**src/sha256_hasher_unit_macros.svh**
```systemverilog
// Assertion macros for the SHA-256 hasher.
`ifndef SHA256_HASHER_UNIT_MACROS_SVH
`define SHA256_HASHER_UNIT_MACROS_SVH
// implication checked on every clock edge outside reset
`define SHA_ASSERT_IMP(lbl, ante, cons, msg) \
	lbl: assert property (@(posedge clk) disable iff (!arst_n) (ante) |-> (cons)) \
		else $error(msg);
// implication whose consequent is checked in the next cycle
`define SHA_ASSERT_NXT(lbl, ante, cons, msg) \
	lbl: assert property (@(posedge clk) disable iff (!arst_n) (ante) |=> (cons)) \
		else $error(msg);
`endif

```
**src/sha_pkg.sv**
```systemverilog
// ----------------------------------------------------------------------------
// sha_pkg
// Types, constants and round functions shared by the SHA-256 hasher.
// ----------------------------------------------------------------------------
package sha_pkg;

	typedef struct packed {
		logic [7:0] data_byte;
		logic       byte_valid;
		logic       last;
	} in_item_t;

	typedef struct packed {
		logic [31:0] digest_word;
		logic [2:0]  word_index;
		logic        last_word;
	} out_item_t;

	// front to back queue entry
	typedef struct packed {
		logic [7:0] data_byte;
		logic       byte_valid;
		logic       last;
	} cmd_t;

	localparam int QDEPTH = 4;
	localparam int QAW = 2;

	localparam logic [31:0] ROUND_K [64] = '{
		32'h428a2f98, 32'h71374491, 32'hb5c0fbcf, 32'he9b5dba5,
		32'h3956c25b, 32'h59f111f1, 32'h923f82a4, 32'hab1c5ed5,
		32'hd807aa98, 32'h12835b01, 32'h243185be, 32'h550c7dc3,
		32'h72be5d74, 32'h80deb1fe, 32'h9bdc06a7, 32'hc19bf174,
		32'he49b69c1, 32'hefbe4786, 32'h0fc19dc6, 32'h240ca1cc,
		32'h2de92c6f, 32'h4a7484aa, 32'h5cb0a9dc, 32'h76f988da,
		32'h983e5152, 32'ha831c66d, 32'hb00327c8, 32'hbf597fc7,
		32'hc6e00bf3, 32'hd5a79147, 32'h06ca6351, 32'h14292967,
		32'h27b70a85, 32'h2e1b2138, 32'h4d2c6dfc, 32'h53380d13,
		32'h650a7354, 32'h766a0abb, 32'h81c2c92e, 32'h92722c85,
		32'ha2bfe8a1, 32'ha81a664b, 32'hc24b8b70, 32'hc76c51a3,
		32'hd192e819, 32'hd6990624, 32'hf40e3585, 32'h106aa070,
		32'h19a4c116, 32'h1e376c08, 32'h2748774c, 32'h34b0bcb5,
		32'h391c0cb3, 32'h4ed8aa4a, 32'h5b9cca4f, 32'h682e6ff3,
		32'h748f82ee, 32'h78a5636f, 32'h84c87814, 32'h8cc70208,
		32'h90befffa, 32'ha4506ceb, 32'hbef9a3f7, 32'hc67178f2
	};

	localparam logic [31:0] INIT_H [8] = '{
		32'h6a09e667, 32'hbb67ae85, 32'h3c6ef372, 32'ha54ff53a,
		32'h510e527f, 32'h9b05688c, 32'h1f83d9ab, 32'h5be0cd19
	};

	localparam logic [7:0] PAD_BYTE = 8'h80;

	function automatic logic [31:0] ror(input logic [31:0] x, input int r);
		ror = (x >> r) | (x << (32 - r));
	endfunction

	function automatic logic [31:0] ssig0(input logic [31:0] x);
		ssig0 = ror(x, 7) ^ ror(x, 18) ^ (x >> 3);
	endfunction

	function automatic logic [31:0] ssig1(input logic [31:0] x);
		ssig1 = ror(x, 17) ^ ror(x, 19) ^ (x >> 10);
	endfunction

	function automatic logic [31:0] bsig0(input logic [31:0] x);
		bsig0 = ror(x, 2) ^ ror(x, 13) ^ ror(x, 22);
	endfunction

	function automatic logic [31:0] bsig1(input logic [31:0] x);
		bsig1 = ror(x, 6) ^ ror(x, 11) ^ ror(x, 25);
	endfunction

endpackage

```
**src/sha_front.sv**
```systemverilog
// ----------------------------------------------------------------------------
// sha_front
// Accepts items, drops empty ones and queues the rest for the back end.
// ----------------------------------------------------------------------------
module sha_front (
	input  logic              clk,
	input  logic              arst_n,
	input  logic              in_valid,
	output logic              in_stall,
	input  sha_pkg::in_item_t in_item,
	output logic              q_valid,
	input  logic              q_pop,
	output sha_pkg::cmd_t     q_head
);

	sha_pkg::cmd_t           mem_q [sha_pkg::QDEPTH];
	logic [sha_pkg::QAW-1:0] wr_q, rd_q;
	logic [sha_pkg::QAW:0]   cnt_q;
	logic                    push;

	assign in_stall = (cnt_q == 3'(sha_pkg::QDEPTH));
	// an item with neither byte nor end mark does nothing
	assign push = in_valid && !in_stall && (in_item.byte_valid || in_item.last);
	assign q_valid = (cnt_q != '0);
	assign q_head = mem_q[rd_q];

	always_ff @(posedge clk) begin
		if (push) begin
			mem_q[wr_q] <= '{data_byte: in_item.data_byte,
				byte_valid: in_item.byte_valid, last: in_item.last};
		end
	end

	always_ff @(posedge clk or negedge arst_n) begin
		if (!arst_n) begin
			wr_q <= '0;
			rd_q <= '0;
			cnt_q <= '0;
		end else begin
			if (push) wr_q <= wr_q + 1'b1;
			if (q_pop) rd_q <= rd_q + 1'b1;
			cnt_q <= cnt_q + {2'b0, push} - {2'b0, q_pop};
		end
	end

endmodule

```
**src/sha_back.sv**
```systemverilog
// ----------------------------------------------------------------------------
// sha_back
// Block buffer, 64-round compression engine, padding and digest output.
// ----------------------------------------------------------------------------
module sha_back (
	input  logic               clk,
	input  logic               arst_n,
	input  logic               q_valid,
	output logic               q_pop,
	input  sha_pkg::cmd_t      q_head,
	output logic               out_valid,
	input  logic               out_stall,
	output sha_pkg::out_item_t out_item
);

	localparam logic [2:0] ST_IDLE = 3'd0;
	localparam logic [2:0] ST_PAD  = 3'd1;
	localparam logic [2:0] ST_RND  = 3'd2;
	localparam logic [2:0] ST_ADD  = 3'd3;
	localparam logic [2:0] ST_OUT  = 3'd4;
	localparam logic [2:0] ST_PADM = 3'd5;

	logic [2:0]  st_q;
	logic [60:0] cnt_q;
	logic [31:0] h_q [8];
	logic [31:0] v_q [8];
	logic [31:0] w_q [16];
	logic [5:0]  rnd_q;
	logic [5:0]  padi_q;
	logic        fin_q;     // finishing message
	logic        final_q;   // current compression is the length block
	logic        mark_q;    // end mark came with the byte that filled the block
	logic [2:0]  oidx_q;

	logic [5:0]  fill;
	logic [31:0] t1, t2, wnew, wcur;
	logic [63:0] bits;
	logic [7:0]  pad_val;
	logic        wr_en;
	logic [5:0]  wr_pos;
	logic [7:0]  wr_byte;

	assign fill = cnt_q[5:0];
	assign bits = {cnt_q, 3'b000};
	assign wcur = w_q[0];
	assign wnew = sha_pkg::ssig1(w_q[14]) + w_q[9] + sha_pkg::ssig0(w_q[1]) + w_q[0];
	assign t1 = v_q[7] + sha_pkg::bsig1(v_q[4]) + ((v_q[4] & v_q[5]) ^ (~v_q[4] & v_q[6]))
		+ sha_pkg::ROUND_K[rnd_q] + wcur;
	assign t2 = sha_pkg::bsig0(v_q[0]) + ((v_q[0] & v_q[1]) ^ (v_q[0] & v_q[2])
		^ (v_q[1] & v_q[2]));

	// pad byte for position padi_q: length bytes only in the final block
	always_comb begin
		pad_val = 8'h00;
		if (final_q && padi_q >= 6'd56) pad_val = bits[{~padi_q[2:0], 3'b000} +: 8];
	end

	// one byte into the block per cycle; 0x80 marker goes where the next byte would land
	always_comb begin
		wr_en = 1'b0;
		wr_pos = fill;
		wr_byte = sha_pkg::PAD_BYTE;
		if (st_q == ST_IDLE) begin
			wr_en = q_valid;
			if (q_head.byte_valid) wr_byte = q_head.data_byte;
		end else if (st_q == ST_PADM) begin
			wr_en = 1'b1;
		end else if (st_q == ST_PAD) begin
			wr_en = 1'b1;
			wr_pos = padi_q;
			wr_byte = pad_val;
		end
	end

	assign q_pop = (st_q == ST_IDLE) && q_valid;
	assign out_valid = (st_q == ST_OUT);
	assign out_item = '{digest_word: h_q[oidx_q], word_index: oidx_q,
		last_word: (oidx_q == 3'd7)};

	always_ff @(posedge clk or negedge arst_n) begin
		if (!arst_n) begin
			st_q <= ST_IDLE;
			cnt_q <= '0;
			rnd_q <= '0;
			padi_q <= '0;
			fin_q <= 1'b0;
			final_q <= 1'b0;
			mark_q <= 1'b0;
			oidx_q <= '0;
			for (int i = 0; i < 8; i++) h_q[i] <= sha_pkg::INIT_H[i];
		end else begin
			unique case (st_q)
				ST_IDLE: begin
					if (q_valid) begin
						if (q_head.byte_valid) begin
							cnt_q <= cnt_q + 61'd1;
							if (fill == 6'd63) begin
								rnd_q <= '0;
								final_q <= 1'b0;
								mark_q <= q_head.last;
								st_q <= ST_RND;
							end else if (q_head.last) begin
								// marker written next at fill+1
								st_q <= ST_PADM;
							end
						end else begin
							// end only: marker written now at fill
							fin_q <= 1'b1;
							final_q <= (fill < 6'd56);
							padi_q <= fill + 6'd1;
							if (fill == 6'd63) begin
								rnd_q <= '0;
								st_q <= ST_RND;
							end else st_q <= ST_PAD;
						end
					end
				end
				ST_PADM: begin
					// byte with last: now place marker
					fin_q <= 1'b1;
					final_q <= (fill < 6'd56);
					padi_q <= fill + 6'd1;
					if (fill == 6'd63) begin
						rnd_q <= '0;
						st_q <= ST_RND;
					end else st_q <= ST_PAD;
				end
				ST_PAD: begin
					padi_q <= padi_q + 6'd1;
					if (padi_q == 6'd63) begin
						rnd_q <= '0;
						st_q <= ST_RND;
					end
				end
				ST_RND: begin
					rnd_q <= rnd_q + 6'd1;
					if (rnd_q == 6'd63) st_q <= ST_ADD;
				end
				ST_ADD: begin
					for (int i = 0; i < 8; i++) h_q[i] <= h_q[i] + v_q[i];
					if (mark_q) begin
						// block filled by the last byte: marker opens a new block
						mark_q <= 1'b0;
						st_q <= ST_PADM;
					end else if (!fin_q) st_q <= ST_IDLE;
					else if (final_q) begin
						oidx_q <= '0;
						st_q <= ST_OUT;
					end else begin
						// extra block: zeros then length
						final_q <= 1'b1;
						padi_q <= '0;
						st_q <= ST_PAD;
					end
				end
				ST_OUT: begin
					if (!out_stall) begin
						oidx_q <= oidx_q + 3'd1;
						if (oidx_q == 3'd7) begin
							st_q <= ST_IDLE;
							cnt_q <= '0;
							fin_q <= 1'b0;
							final_q <= 1'b0;
							for (int i = 0; i < 8; i++) h_q[i] <= sha_pkg::INIT_H[i];
						end
					end
				end
				default: st_q <= ST_IDLE;
			endcase
		end
	end

	// round datapath; the schedule window holds the block bytes between rounds
	always_ff @(posedge clk) begin
		if (st_q != ST_RND) begin
			for (int i = 0; i < 8; i++) v_q[i] <= h_q[i];
			if (wr_en) w_q[wr_pos[5:2]][{~wr_pos[1:0], 3'b000} +: 8] <= wr_byte;
		end else begin
			v_q[0] <= t1 + t2;
			v_q[1] <= v_q[0];
			v_q[2] <= v_q[1];
			v_q[3] <= v_q[2];
			v_q[4] <= v_q[3] + t1;
			v_q[5] <= v_q[4];
			v_q[6] <= v_q[5];
			v_q[7] <= v_q[6];
			for (int i = 0; i < 15; i++) w_q[i] <= w_q[i+1];
			w_q[15] <= wnew;
		end
	end

endmodule

```
**src/sha256_hasher_unit.sv**
```systemverilog
// ----------------------------------------------------------------------------
// sha256_hasher_unit
// SHA-256 over a byte stream, digest out as eight 32-bit words.
// ----------------------------------------------------------------------------
//  channel | handshake             | payload
//  in      | in_valid / in_stall   | in_item  (data_byte, byte_valid, last)
//  out     | out_valid / out_stall | out_item (digest_word, word_index, last_word)
//
// The back end takes a byte item in its idle state; a full block adds 64 rounds
// and a feed-forward step. Bytes land straight in the 16-word schedule window.
// Finishing: a marker state for a byte with the end mark, a zero/length fill
// sweep to the end of each block (two blocks when 56+ bytes remain), the rounds
// and feed-forward per block, then the eight output words. A four-entry queue stalls
// the input when full. Reset loads the initial hash values; out_stall holds a word.
module sha256_hasher_unit (
	input  logic                clk,
	input  logic                arst_n,
	input  logic                in_valid,
	output logic                in_stall,
	input  sha_pkg::in_item_t   in_item,
	output logic                out_valid,
	input  logic                out_stall,
	output sha_pkg::out_item_t  out_item
);

	`include "sha256_hasher_unit_macros.svh"

	logic          q_valid, q_pop;
	sha_pkg::cmd_t q_head;

	sha_front u_front (
		.clk(clk), .arst_n(arst_n),
		.in_valid(in_valid), .in_stall(in_stall), .in_item(in_item),
		.q_valid(q_valid), .q_pop(q_pop), .q_head(q_head)
	);

	sha_back u_back (
		.clk(clk), .arst_n(arst_n),
		.q_valid(q_valid), .q_pop(q_pop), .q_head(q_head),
		.out_valid(out_valid), .out_stall(out_stall), .out_item(out_item)
	);

	`SHA_ASSERT_IMP(a_pop_needs_data, q_pop, q_valid, "pop from empty queue")
	`SHA_ASSERT_IMP(a_last_idx, out_valid && out_item.last_word,
		out_item.word_index == 3'd7, "last_word off word 7")
	`SHA_ASSERT_NXT(a_idx_step, out_valid && !out_stall && !out_item.last_word,
		out_valid && out_item.word_index == $past(out_item.word_index) + 3'd1,
		"digest word skipped")

endmodule

```
**config.mk**
```make
export PLATFORM = sky130hd
export DESIGN_NAME = sha256_hasher_unit
export DESIGN_NICKNAME = d
export VERILOG_FILES = /design/src/sha_pkg.sv /design/src/sha_front.sv /design/src/sha_back.sv /design/src/sha256_hasher_unit.sv
export VERILOG_INCLUDE_DIRS = /design/src /design/src/src
export SDC_FILE = /design/constraint.sdc
export NUM_CORES = 2
export LEC_CHECK = 0
export ABC_AREA = 0
export BUFFER_PORTS_ARGS = -buffer_cell sky130_fd_sc_hd__buf_2
export CORE_MARGIN = 5
export CORE_UTILIZATION = 60
export DETAILED_ROUTE_END_ITERATION = 8
export PLACE_DENSITY = 0.76
export RECOVER_POWER = 100
export SETUP_SLACK_MARGIN = 0.2
export SLEW_MARGIN = 10
export SYNTH_ARGS = -nofsm -noshare
export SYNTH_HDL_FRONTEND = slang
export SYNTH_SLANG_ARGS = --single-unit
```
**constraint.sdc**
```tcl
create_clock -name clk -period 9.98 [get_ports clk]
set_input_delay 0.499 -clock clk [delete_from_list [all_inputs] [get_ports clk]]
set_output_delay 0.499 -clock clk [all_outputs]
set_load 0.1 [all_outputs]
```
==> qor_table.md <==
| Group | Item | This run |
|---|---|---|
| run status | Outcome | complete, but fails checks |
| run status | Failing checks | max-capacitance violations, max-slew violations |
| routing | Avg WL per Cell | 25.6 µm |
| timing | Clock tree skew after final layout | 84.5 ps |
| synth | Average footprint of a synthesized cell | 9.89 µm² |
| hold path | Type of the most critical hold path | primary input to register |
| clock network | Clk Latency, worst-skew pair | 800 ps |
| synth | Count of cell types in the netlist | 95 |
| synth | Multiplexer share of the synthesized area | 0.0420 |
| clock network | Clock buffers created by TritonCTS | 120 |
| routing | Number of vias per cell | 6.46 |
| synth | Compound-cell area share of the yosys netlist | 0.189 |
| global routing | Vias in the first global route | 56264 |
| finish | Growth of design area from synthesis to finish | 7.79% |
| setup path | Setup CP Type | register to register |
| clock network | Cell chosen for the clock root | sky130_fd_sc_hd__clkbuf_16 |
| timing | Part of the cycle the worst path needs | 0.942 |
| timing | Max-slew violation total from the final report | 2062 |
| synth | Synthesized-area fraction occupied by and/or/nand/nor cells | 0.117 |
| die | Starting Density | 0.604 |
| clock network | Clock-pin transition on the worst setup and hold timing paths | 60 ps |
| routing | Residual antenna-violating net count after detailed routing | 0 |
| setup path | Data arrival, critical path | 9990 ps |
| clock network | Count of clock tree sinks | 1153 |
| routing | Vias | 58615 |
| die | Height of the die | 360 µm |
| timing | Max frequency | 106 MHz |
| routing | Remaining DRCs | 0 |
| timing | Hold Fails Final Rpt | 0 |
| hold path | Hold worst-path end | u_back.st_q[2]$_DFFE_PN0P_ |
| run | Number of maximum-capacitance constraint violations | 27 |
| routing | Routed Wire Length | 232 mm |
| die | Overall die area | 130000 µm² |
| clock network | CTS tree | yes |
| synth | Syn_nets | 8047 |
| finish | Total number of nets in the final design | 7960 |
| setup path | Source of the worst register-to-register timing path | u_back.oidx_q[0]$_DFFE_PN0P_ |
| synth | Xor-xnor portion of the synthesized cell area | 0.0743 |
| place | RePlAce Congestion | 1.04 |
| die | Width of the die | 360 µm |
| synth | Most used flip-flop cell after synthesis | sky130_fd_sc_hd__edfxtp_1 |
| finish | Layout fillers | 9646 |
| synth | Largest family of logic cells by synthesized area | compound AO/OA/AOI/OAI gates |
| clock network | Number of levels the H-tree was split into | 3 |
| global routing | First-pass GRT wire length | 350 mm |
| setup path | Depth of the worst register-to-register path | 9 |
| place | Post-placement cell count | 8836 |
| timing | Unrepaired setup endpoints after global routing | no |
| die | Std cell rows | 128 |
| timing | Setup_tns | 0 ps |
| setup path | Category of the worst setup path capture point | register |
| synth | Share of Yosys cell area claimed by the top area cell type | 0.226 |
| synth | Summed instance area of the synthesized netlist | 73500 µm² |
| synth | Arithmetic-cell share of the synthesized area counting full adders, half adders and majority gates | 0.126 |
| synth | Synthesis warning total | 0 |
| global routing | Largest net degree at the start of global routing | 223 |
| finish | Post-route non-filler standard cell count | 9073 |
| synth | Fraction of registers with async set/reset | 0.299 |
| routing | Number of detailed-routing iterations run before antenna repair | 6 |
| pwr | Peak supply drop | 0.000181 V |
| synth | Most area-consuming cells after synthesis | sky130_fd_sc_hd__edfxtp_1 23%, sky130_fd_sc_hd__dfrtp_1 7.1%, sky130_fd_sc_hd__dfxtp_1 7.0%, sky130_fd_sc_hd__ha_1 6.9%, sky130_fd_sc_hd__a21o_1 6.8% |
| routing | Number of DRC markers in iteration 0 | 6706 |
| die | Number of placed I/O pins | 52 |
| setup path | Capture instance of the worst register-to-register path | u_back.h_q[237]$_DFFE_PN1P_ |
| timing | Worst hold slack | 150 ps |
| setup path | Critical path required time | 10570 ps |
| clock network | Maximum count of clock buffers along a single path | 3 |
| setup path | Crit-path max FO | 43 |
| synth | Count of mapped cells out of synthesis | 7431 |
| timing | Shortest period the worst path allows | 9400 ps |
| global routing | Number of antenna violations at the first check in global routing | 3 |
| setup path | Startpoint kind of the worst setup timing path | register |
| synth | Synthesis-stage register bit count | 1153 |
| place | Dpl hpwl | 170 mm |
| global routing | Gr usage total | 0.349 |
| die | Core footprint | 122000 µm² |
| synth | Largest area contributor in the synthesized netlist | sky130_fd_sc_hd__edfxtp_1 |
| timing | Normalized max-slew margin | -4.32 |
| synth | Count of flip-flops with a built-in enable after synthesis | 552 |
| setup path | FF-to-FF setup slack | 580 ps |
| pwr | Pleak | 34.9 nW |
| hold path | Number of cells on the worst hold path | 3 |
| timing | Final setup fails | 0 |
| global routing | Global route total overflow | 0 |
| place | Count of input and output buffers | 51 |
| finish | Ratio of cells with drive above 1 in the final layout | 0.0811 |
| synth | Proportion of synthesized chip area in sequential cells | 0.415 |
| timing | Slew at the pin closest to its max-slew limit | 7970 ps |
| hold path | Beginning of the worst hold path | out_stall |
| finish | End-of-flow core utilization | 0.651 |
| pwr | Power Dens Cells | 124 nW/µm² |
cells in the mapped netlist, drive strengths merged (13+ instances only):
library cell / count
mux4: 92
nand4: 36
nor2b: 46
or3: 42
a221oi: 17
dfstp: 136
nor2: 419
nor3: 90
o31a: 17
mux2: 45
clkbuf: 358
a21oi: 474
fa: 196
o21a: 47
dfxtp: 256
mux2i: 51
xor2: 218
and2: 19
a21boi: 24
nand2: 988
buf: 37
edfxtp: 552
nand3: 138
nand2b: 74
o21ai: 540
and4: 14
a21o: 666
o21bai: 41
o31ai: 35
o211ai: 32
a31oi: 47
xnor2: 405
or2: 17
a22o: 15
a211oi: 52
dfrtp: 209
inv: 317
ha: 406
maj3: 26
o22ai: 39
and3: 41
a31o: 13
area by class of cell:
class | instances | area (µm²) | area share
Clock buffer | 153 | 3220 | 0.0406
Timing Repair Buffer | 186 | 1070 | 0.0135
Clock inverter | 72 | 846 | 0.0107
Tap cell | 1625 | 2030 | 0.0257
Multi-Input combinational cell | 5565 | 40300 | 0.509
Antenna cell | 1 | 2.50 | 0.0000316
Inverter | 318 | 1200 | 0.0151
Sequential cell | 1153 | 30500 | 0.385
state kept, by name, summed over array words and instances, names as in the netlist, 3 cells and up:
| signal | flops |
|---|---|
| u_back.padi_q | 6 |
| u_front.mem_q | 40 |
| u_back.v_q | 256 |
| u_front.cnt_q | 3 |
| u_back.oidx_q | 3 |
| u_back.rnd_q | 6 |
| u_back.h_q | 256 |
| u_back.cnt_q | 61 |
| u_back.st_q | 3 |
| u_back.w_q | 512 |
report_power, final:
part           total, mW  internal (mW)  switching, mW
clock               4.64           2.63           2.01
combinational      0.164         0.0465          0.117
sequential          5.00           4.98         0.0219
total               9.80           7.65           2.15
metrics by stage:
stage | setup WS (ps) | area (µm²) | power, mW
CTS | 412 | 79500 | 9.84
detailed placement | 448 | 75400 | 5.26
global placement | 592 | 75400 | 5.25
finish | 580 | 79200 | 9.80
global route | 153 | 79200 | 10.1
floorplan | 1570 | 73500 | 5.18
cells by family (layout without fill, tap and decap cells):
kind of cell    Yosys count  in the layout
compound gates         2164           2164
xor+xnor                623            623
fa+ha+maj               628            628
buf+inv                 713            729
flops                  1153           1153
mux                     188            188
other cells               0              1
simple gates           1962           1962
critical path: stages, from the launching register on:
cell	delay, ps
sky130_fd_sc_hd__dfrtp_1	1950
sky130_fd_sc_hd__ha_1	400
sky130_fd_sc_hd__ha_1	250
sky130_fd_sc_hd__nor2b_1	290
sky130_fd_sc_hd__nand3_1	1410
sky130_fd_sc_hd__clkbuf_1	1210
sky130_fd_sc_hd__nand2_1	1990
sky130_fd_sc_hd__clkbuf_2	1330
sky130_fd_sc_hd__nor2_1	100
sky130_fd_sc_hd__a21oi_1	170
per-layer routing:
metal / vias up / track usage / wire [µm]
met4: 0 / 0.192 / 16200
met5: - / 0 / 0
li1: 26228 / - / -
met2: 2843 / 0.547 / 105000
met3: 698 / 0.0651 / 19800
met1: 28846 / 0.463 / 91600
worst max path at each step:
stage | start | end | slack, ps | cells after the start
floorplan | u_back.rnd_q[1]$_DFFE_PN0P_ | u_back.v_q[0][29]$_DFF_P_ | 1570 | 34
global placement | u_back.rnd_q[1]$_DFFE_PN0P_ | u_back.v_q[0][31]$_DFF_P_ | 590 | 33
detailed placement | u_back.rnd_q[1]$_DFFE_PN0P_ | u_back.v_q[0][29]$_DFF_P_ | 450 | 33
CTS | u_back.rnd_q[1]$_DFFE_PN0P_ | u_back.v_q[0][29]$_DFF_P_ | 410 | 33
global route | u_back.rnd_q[1]$_DFFE_PN0P_ | u_back.v_q[0][31]$_DFF_P_ | 150 | 37
finish | u_back.oidx_q[0]$_DFFE_PN0P_ | u_back.h_q[237]$_DFFE_PN1P_ | 580 | 9
timing repair:
item	in CTS	in global routing
resized for setup	0	7
buffers inserted	0	0
endpoints found under the hold margin	59	0
endpoints found under the setup margin	0	9
hold buffers	11	0
placed cells by master (no fill, tap or decap), drive strengths merged, types with 26 or more instances in the layout:
cell    synthesis  final
fa            196    196
nand4          36     36
maj3           26     26
clkinv          1     48
ha            406    406
o211ai         32     32
or3            42     42
dfrtp         209    209
mux2           45     45
a21oi         474    474
nand3         138    138
nor2b          46     46
buf            37     77
clkbuf        358    251
nand2b         74     74
o31ai          35     35
nand2         988    988
xor2          218    218
edfxtp        552    552
mux4           92     92
a31oi          47     47
xnor2         405    405
nor2          419    419
mux2i          51     51
o21ai         540    540
inv           317    321
nor3           90     90
and3           41     41
o21bai         41     41
o21a           47     47
dfstp         136    136
dfxtp         256    256
o22ai          39     39
a21o          666    666
a211oi         52     52
No activity file was read; power rests on OpenSTA's default activity.
